<file path="config.mk">
export PLATFORM = sky130hd
export DESIGN_NAME = envelope_noise_gate
export DESIGN_NICKNAME = d
export VERILOG_FILES = /design/src/sv/engate_pkg.sv /design/src/sv/engate_ram.sv /design/src/sv/engate_core.sv /design/src/sv/envelope_noise_gate.sv
export VERILOG_INCLUDE_DIRS = /design/src /design/src/sv
export SDC_FILE = /design/constraint.sdc
export NUM_CORES = 2
export LEC_CHECK = 0
export BUFFER_PORTS_ARGS = -buffer_cell sky130_fd_sc_hd__buf_2
export CORE_ASPECT_RATIO = 2
export CORE_MARGIN = 4
export CORE_UTILIZATION = 51
export DETAILED_ROUTE_END_ITERATION = 6
export PLACE_DENSITY = 0.68
export SYNTH_ARGS = -nofsm -noshare
export SYNTH_HDL_FRONTEND = slang
export SYNTH_HIERARCHICAL = 1
export SYNTH_SLANG_ARGS = --single-unit
</file>
<file path="constraint.sdc">
create_clock -name clk -period 13.4 [get_ports clk]
set_input_delay 0 -clock clk [delete_from_list [all_inputs] [get_ports clk]]
set_output_delay 0 -clock clk [all_outputs]
set_load 0.005 [all_outputs]
</file>
<file path="src/sv/envelope_noise_gate_defines.svh">
// Assertion macros for the envelope noise gate.
`ifndef ENVELOPE_NOISE_GATE_DEFINES_SVH
`define ENVELOPE_NOISE_GATE_DEFINES_SVH
`ifndef SYNTH
`define EG_ASSERT(lbl, ante, cons) \
  lbl: assert property (@(posedge clk) disable iff (rst) (ante) |-> (cons)) \
    else $error("envelope noise gate check failed");
`define EG_ASSERT_NEXT(lbl, ante, cons) \
  lbl: assert property (@(posedge clk) disable iff (rst) (ante) |=> (cons)) \
    else $error("envelope noise gate sequence check failed");
`else
`define EG_ASSERT(lbl, ante, cons)
`define EG_ASSERT_NEXT(lbl, ante, cons)
`endif
`endif

</file>
<file path="src/sv/engate_pkg.sv">
`timescale 1ns / 1ps
package engate_pkg;

  localparam int CHANNELS   = 2;
  localparam int CH_W       = 1;
  localparam int SAMPLE_W   = 24;
  localparam int ENV_W      = 24;
  localparam int COEF_W     = 16;
  localparam int THR_W      = 24;
  localparam int DIFF_W     = ENV_W + 1;
  localparam int PROD_W     = DIFF_W + COEF_W + 1;
  localparam int STEP_W     = PROD_W - COEF_W;
  localparam int ENV_AW     = (CHANNELS > 1) ? $clog2(CHANNELS) : 1;
  localparam int CFG_IDX_W  = 2;
  localparam int CFG_DATA_W = 24;
  localparam int ENV_MAX    = 1 << (SAMPLE_W - 1);

  localparam logic [CFG_IDX_W-1:0] REG_ATTACK  = 2'd0;
  localparam logic [CFG_IDX_W-1:0] REG_RELEASE = 2'd1;
  localparam logic [CFG_IDX_W-1:0] REG_THRESH  = 2'd2;

  localparam logic [COEF_W-1:0] ATTACK_RST  = 16'd1350;
  localparam logic [COEF_W-1:0] RELEASE_RST = 16'd68;
  localparam logic [THR_W-1:0]  THRESH_RST  = 24'd4715;

  typedef struct packed {
    logic [CH_W-1:0]            channel;
    logic signed [SAMPLE_W-1:0] sample_in;
  } in_t;

  typedef struct packed {
    logic [CH_W-1:0]            out_channel;
    logic signed [SAMPLE_W-1:0] sample_out;
    logic                       gate_open;
  } out_t;

  typedef struct packed {
    logic [COEF_W-1:0] attack_coef;
    logic [COEF_W-1:0] release_coef;
    logic [THR_W-1:0]  open_threshold;
  } cfg_t;

endpackage

</file>
<file path="src/sv/engate_ram.sv">
`timescale 1ns / 1ps
module engate_ram #(
  parameter int DEPTH = 2,
  parameter int WIDTH = 24,
  localparam int AW = (DEPTH > 1) ? $clog2(DEPTH) : 1
) (
  input  logic             clk,
  input  logic             re,
  input  logic [AW-1:0]    raddr,
  output logic [WIDTH-1:0] rdata,
  input  logic             we,
  input  logic [AW-1:0]    waddr,
  input  logic [WIDTH-1:0] wdata
);

  logic [WIDTH-1:0] mem [DEPTH];

  always_ff @(posedge clk) begin
    if (we) begin
      mem[waddr] <= wdata;
    end
  end

  always_ff @(posedge clk) begin
    if (re) begin
      rdata <= mem[raddr];
    end
  end

endmodule

</file>
<file path="src/sv/engate_core.sv">
`timescale 1ns / 1ps
`include "envelope_noise_gate_defines.svh"
module engate_core
  import engate_pkg::*;
(
  input  logic clk,
  input  logic rst,
  input  cfg_t cfg,
  input  logic sample_valid,
  output logic sample_ready,
  input  in_t  sample_item,
  input  logic out_free,
  output logic res_load,
  output out_t res
);

  logic              acc;
  logic              s1_move;
  logic              s2_move;
  logic [ENV_AW-1:0] rd_addr;
  logic [ENV_W-1:0]  rd_data;
  logic              rd_ok;
  logic              in_ok;

  logic                       s1_valid;
  logic                       s1_ok;
  logic [CH_W-1:0]            s1_ch;
  logic signed [SAMPLE_W-1:0] s1_sample;

  logic                       s2_valid;
  logic                       s2_ok;
  logic [CH_W-1:0]            s2_ch;
  logic signed [SAMPLE_W-1:0] s2_sample;
  logic [ENV_W-1:0]           s2_env;
  logic signed [PROD_W-1:0]   s2_prod;

  logic                       lw_valid;
  logic [CH_W-1:0]            lw_ch;
  logic [ENV_W-1:0]           lw_env;

  logic [CHANNELS-1:0]        ent_valid;
  logic                       mem_we;
  logic [ENV_AW-1:0]          wr_addr;

  logic [ENV_W-1:0]           env_cur;
  logic [ENV_W-1:0]           mag;
  logic                       rise;
  logic [COEF_W-1:0]          coef;
  logic signed [DIFF_W-1:0]   diff;
  logic signed [PROD_W-1:0]   prod;
  logic signed [STEP_W-1:0]   env_sum;
  logic [ENV_W-1:0]           env_new;
  logic                       open;

  assign s2_move      = !s2_valid || out_free;
  assign s1_move      = !s1_valid || s2_move;
  assign sample_ready = s1_move;
  assign acc          = sample_valid && sample_ready;
  assign rd_addr      = ENV_AW'(sample_item.channel);
  assign in_ok        = (int'(sample_item.channel) < CHANNELS);

  engate_ram #(
    .DEPTH (CHANNELS),
    .WIDTH (ENV_W)
  ) u_env_ram (
    .clk   (clk),
    .re    (acc),
    .raddr (rd_addr),
    .rdata (rd_data),
    .we    (mem_we),
    .waddr (wr_addr),
    .wdata (env_new)
  );

  // forward the newest envelope of the channel
  always_comb begin
    if (s2_valid && s2_ok && s2_ch == s1_ch) begin
      env_cur = env_new;
    end else if (lw_valid && lw_ch == s1_ch) begin
      env_cur = lw_env;
    end else if (rd_ok) begin
      env_cur = rd_data;
    end else begin
      env_cur = '0;
    end
  end

  always_comb begin
    mag  = s1_sample[SAMPLE_W-1] ? ENV_W'(-s1_sample) : ENV_W'(s1_sample);
    rise = mag > env_cur;
    coef = rise ? cfg.attack_coef : cfg.release_coef;
    diff = $signed({1'b0, mag}) - $signed({1'b0, env_cur});
    prod = diff * $signed({1'b0, coef});
  end

  always_comb begin
    env_sum = $signed({{(STEP_W-ENV_W){1'b0}}, s2_env}) + s2_prod[PROD_W-1:COEF_W];
    env_new = env_sum[ENV_W-1:0];
    open    = s2_ok && (env_new > cfg.open_threshold);
  end

  assign res_load = s2_valid && out_free;
  assign mem_we   = res_load && s2_ok;
  assign wr_addr  = ENV_AW'(s2_ch);

  always_comb begin
    res.out_channel = s2_ch;
    res.sample_out  = open ? s2_sample : '0;
    res.gate_open   = open;
  end

  always_ff @(posedge clk) begin
    if (rst) begin
      s1_valid  <= 1'b0;
      s2_valid  <= 1'b0;
      lw_valid  <= 1'b0;
      ent_valid <= '0;
    end else begin
      if (s1_move) begin
        s1_valid <= acc;
      end
      if (s2_move) begin
        s2_valid <= s1_valid;
      end
      if (mem_we) begin
        lw_valid           <= 1'b1;
        ent_valid[wr_addr] <= 1'b1;
      end
    end
  end

  always_ff @(posedge clk) begin
    if (acc) begin
      s1_ch     <= sample_item.channel;
      s1_sample <= sample_item.sample_in;
      s1_ok     <= in_ok;
      rd_ok     <= ent_valid[rd_addr];
    end
    if (s2_move && s1_valid) begin
      s2_ch     <= s1_ch;
      s2_sample <= s1_sample;
      s2_ok     <= s1_ok;
      s2_env    <= env_cur;
      s2_prod   <= prod;
    end
    if (mem_we) begin
      lw_ch  <= s2_ch;
      lw_env <= env_new;
    end
  end

  `EG_ASSERT(a_env_bound, s2_valid && s2_ok, env_sum >= 0 && env_sum <= ENV_MAX)
  `EG_ASSERT(a_open_nonzero, s2_valid && open, env_new != '0 && s2_ok)
  `EG_ASSERT_NEXT(a_we_marks_entry, mem_we, ent_valid[$past(wr_addr)] && lw_valid)
  `EG_ASSERT_NEXT(a_s1_holds, s1_valid && !s1_move, s1_valid && $stable(s1_ch))
  `EG_ASSERT(a_no_write_on_stall, s2_valid && !out_free, !mem_we)

endmodule

</file>
<file path="src/sv/envelope_noise_gate.sv">
`timescale 1ns / 1ps
// Two-channel noise gate with a one-pole envelope follower per channel. One sample transfer is
// accepted every cycle unless a held result stalls the pipeline, also back to back on the same
// channel; a result passes through the s1 and s2 stages and is held in an output register until
// taken. The envelopes live in a small one-port-read, one-port-write RAM that is read at accept
// and written back when the result is loaded into the output register; the newest envelope is
// forwarded around the RAM, so the clock period is set by the multiply, add and compare loop of
// the follower. Envelopes start at zero after reset through per-entry valid bits, with no
// clearing pass. Write coefficients and the threshold only while no transfer is in flight.
module envelope_noise_gate
  import engate_pkg::*;
(
  input  logic                  clk,
  input  logic                  rst,
  input  logic                  sample_valid,
  output logic                  sample_ready,
  input  in_t                   sample_item,
  output logic                  result_valid,
  input  logic                  result_ready,
  output out_t                  result_item,
  input  logic                  cfg_we,
  input  logic [CFG_IDX_W-1:0]  cfg_index,
  input  logic [CFG_DATA_W-1:0] cfg_data
);

  cfg_t cfg;
  logic out_free;
  logic res_load;
  out_t res;

  assign out_free = !result_valid || result_ready;

  always_ff @(posedge clk) begin
    if (rst) begin
      cfg.attack_coef    <= ATTACK_RST;
      cfg.release_coef   <= RELEASE_RST;
      cfg.open_threshold <= THRESH_RST;
    end else if (cfg_we) begin
      case (cfg_index)
        REG_ATTACK:  cfg.attack_coef    <= cfg_data[COEF_W-1:0];
        REG_RELEASE: cfg.release_coef   <= cfg_data[COEF_W-1:0];
        REG_THRESH:  cfg.open_threshold <= cfg_data[THR_W-1:0];
        default: ;
      endcase
    end
  end

  engate_core u_core (
    .clk          (clk),
    .rst          (rst),
    .cfg          (cfg),
    .sample_valid (sample_valid),
    .sample_ready (sample_ready),
    .sample_item  (sample_item),
    .out_free     (out_free),
    .res_load     (res_load),
    .res          (res)
  );

  always_ff @(posedge clk) begin
    if (rst) begin
      result_valid <= 1'b0;
    end else if (res_load) begin
      result_valid <= 1'b1;
    end else if (result_ready) begin
      result_valid <= 1'b0;
    end
  end

  always_ff @(posedge clk) begin
    if (res_load) begin
      result_item <= res;
    end
  end

endmodule
</file>
==> flow_summary.toml <==
[synthesis]
ys_warn_count = 6
synth_largest_area_cell = "fa_1"
ys_ff_latch = 284
synth_edf_count = 222
ys_types = 71
synth_top_area_share_pct = 27.5
synthArstFlopShare_pct = 0
synth_area_mm2 = 0.0276
synth_flop_cell = "edfxtp_1"
synth_cells = 2689
synth_area_per_cell_um2 = 10.3
synth_fp_nets = 3292
synth_area_leaders = "fa_1 28%, edfxtp_1 24%, ha_1 7.6%"
seq_area_frac_synth_pct = 28.7

[sta]
tightest_slew_ns = 1.26
relSlewSlack_pct = 15.6
maxSlewViolCount = 0
min_period_over_period_pct = 94.9
setup_viol = 0
hold_ws_ns = 0.0766
finalClockSkew_ns = 0.00938
layout_min_cycle_time_ns = 12.71
hold_violations = 0
max_freq_mhz = 78.7

[routing]
wl_per_cell_um = 21.6
via_per_inst = 5.55
wirelength_um = 75300
firstDrtPassIters = 6
dr.first_iter.drc_count = 1125
antenna_left = 0
post-route-drc-count = 0
via_count = 19300

[clock_network]
cts_sinks = 284
cts_max_level = 1
clockBufferDepth = 3
clk_pin_slew_ns = 0.07
cts_tree = "done"
root_buffer = "clkbuf_16"
cts_made_buffers = 24
clk-insertion-delay-late_ns = 0.55

[worst_setup_path]
critPathLaunchType = "register"
crit_required_ns = 13.70
cpPeakStageDelay_ns = 0.61
critical_path_class = "register to register"
critical_path.endpoint_type = "register"
arrival_ns = 13.01
slowest_stage = "mux2_2"
worstPathMaxFanout = 16
crit_top_cell = "fa_1"

[floorplanning]
ios = 84
die_y_um = 337
dieArea_mm2 = 0.0581
core_mm2 = 0.0536
die_w_um = 172
rows = 120
start_util_pct = 51.4

[grt]
overflow = 0
grt_max_degree = 96
grtUsageTotal_pct = 26.5
grt_pass1_wl_um = 117000
grt_pass1_vias = 21600
antenna_found_initial = 0

[final_layout]
area_growth_pct = 9.48
drive_gt1_share_pct = 8.46
final_util_pct = 56.3
nets = 3397
diodes = 0

[min_path]
hp-class = "primary input to register"

[placement]
dp_hpwl_um = 60200
place.gp.congestion = 0.990
io_buffers = 83

[status]
status = "completed"

[job]
drv_cap = 0
synth_stat cells, drive strengths merged, types with 4 or more instances:
cell / instances
inv: 519
fa: 379
nand2: 268
edfxtp: 222
nor2: 198
ha: 168
nand2b: 94
a21oi: 87
xnor2: 79
mux2i: 67
dfxtp: 62
clkbuf: 51
buf: 48
nor2b: 44
a21o: 43
mux2: 38
o21ai: 38
a211oi: 37
xor2: 31
and2: 26
and3: 24
o21a: 20
nand3: 16
nand4: 12
o21bai: 11
nor3: 10
or2: 10
a31oi: 9
o31ai: 9
or3: 8
nor4: 5
o41ai: 5
or4: 4
flip-flops by register name (all words and copies together) (netlist names), 2 cells and up:
signal                  cells
u_core/s2_prod             24
u_core/lw_env              24
u_core/s2_env              24
u_core/u_env_ram/rdata     24
u_core/s1_sample           24
u_core/ent_valid            2
u_core/s2_sample           24
u_core/u_env_ram/mem       48
cfg                        56
result_item                26
cells in the final DEF, fill, tap and decap left out, drive strengths merged, types with 8 or more instances in the layout:
cell and n:
xor2 31, clkinv 8, nand2 268, mux2i 67, mux2 38, dfxtp 62
a21o 43, nor2b 44, dlygate4sd3 53, buf 125, inv 522, nor3 10
a21oi 87, o21bai 11, a31oi 9, clkbuf 28, and2 26, o21a 20
o21ai 38, nand3 16, or3 8, fa 379, o31ai 9, nor2 198
xnor2 79, and3 24, ha 168, a211oi 37, nand4 12, nand2b 94
or2 10, edfxtp 222
worst max-delay path: cells and delay by family, from the launching register on:
family          cells  cell delay [ns]
xor+xnor            2             0.44
mux                 1             0.61
compound gates     21             5.11
buf+inv             5             0.81
fa+ha+maj          10             4.08
simple gates        5             0.99
flops               1             0.37
metal layers:
metal | part of all wire (%) | vias to the layer above | track usage (%)
li1 | - | 8738 | -
met5 | 0 | - | 0
met2 | 54 | 675 | 48.9
met3 | 4.1 | 293 | 2.01
met1 | 33 | 9609 | 27.5
met4 | 9.3 | 0 | 19.5
per-stage QoR:
step           std cells  worst slack (ns)  instance area (um2)  TNS (ns)
2_1_floorplan       2689              2.72                27600         0
3_3_place_gp        3383            0.0661                28700         0
3_5_place_dp        3383            -0.171                28700    -0.240
4_1_cts             3480             0.123                30100         0
5_1_grt             3483           -0.0228                30200   -0.0407
6_report            3483             0.689                30200         0
final timing paths:
check,from,endpoint,slack (ns),cells after the start
max reg2reg,u_core/s2_env[0]$_DFFE_PP_,u_core/s2_prod[39]$_DFFE_PP_,0.69,44
max,u_core/s2_env[0]$_DFFE_PP_,u_core/s2_prod[39]$_DFFE_PP_,0.69,44
min,rst,u_core/lw_valid$_SDFFE_PP0P_,0.08,3
min reg2reg,u_core/ent_valid[0]$_SDFFE_PP0P_,u_core/ent_valid[0]$_SDFFE_PP0P_,0.47,2
cell families after synthesis:
group / share of synthesized area (%)
muxes: 4.28
buffers and inverters: 8.82
and+or+nand+nor: 12.5
adders and majority gates: 35.1
DFF: 28.7
AOI/OAI and AO/OA: 7.03
xor gates and xnor gates: 3.49
final cells by class:
cell class              count  area (um2)
clock buffers              28         637
clock inverters            16         220
fillers                  4604       23400
inverters                 519        1950
multi-input cells        1787       17400
flip-flops and latches    284        7910
well taps                 671         840
repair buffers            178        1270
timing repair:
item / in CTS / in global routing
setup endpoints to repair: 3 / 10
pin swaps: 0 / 1
hold buffers: 53 / 0
gates resized for setup: 1 / 7
hold endpoints to repair: 83 / 0
buffers inserted: 0 / 3
cloned: 0 / 0
Power is left out: the tool's default activity adds up to more than one toggle a clock period on the data nets, which glitch-free logic cannot reach.
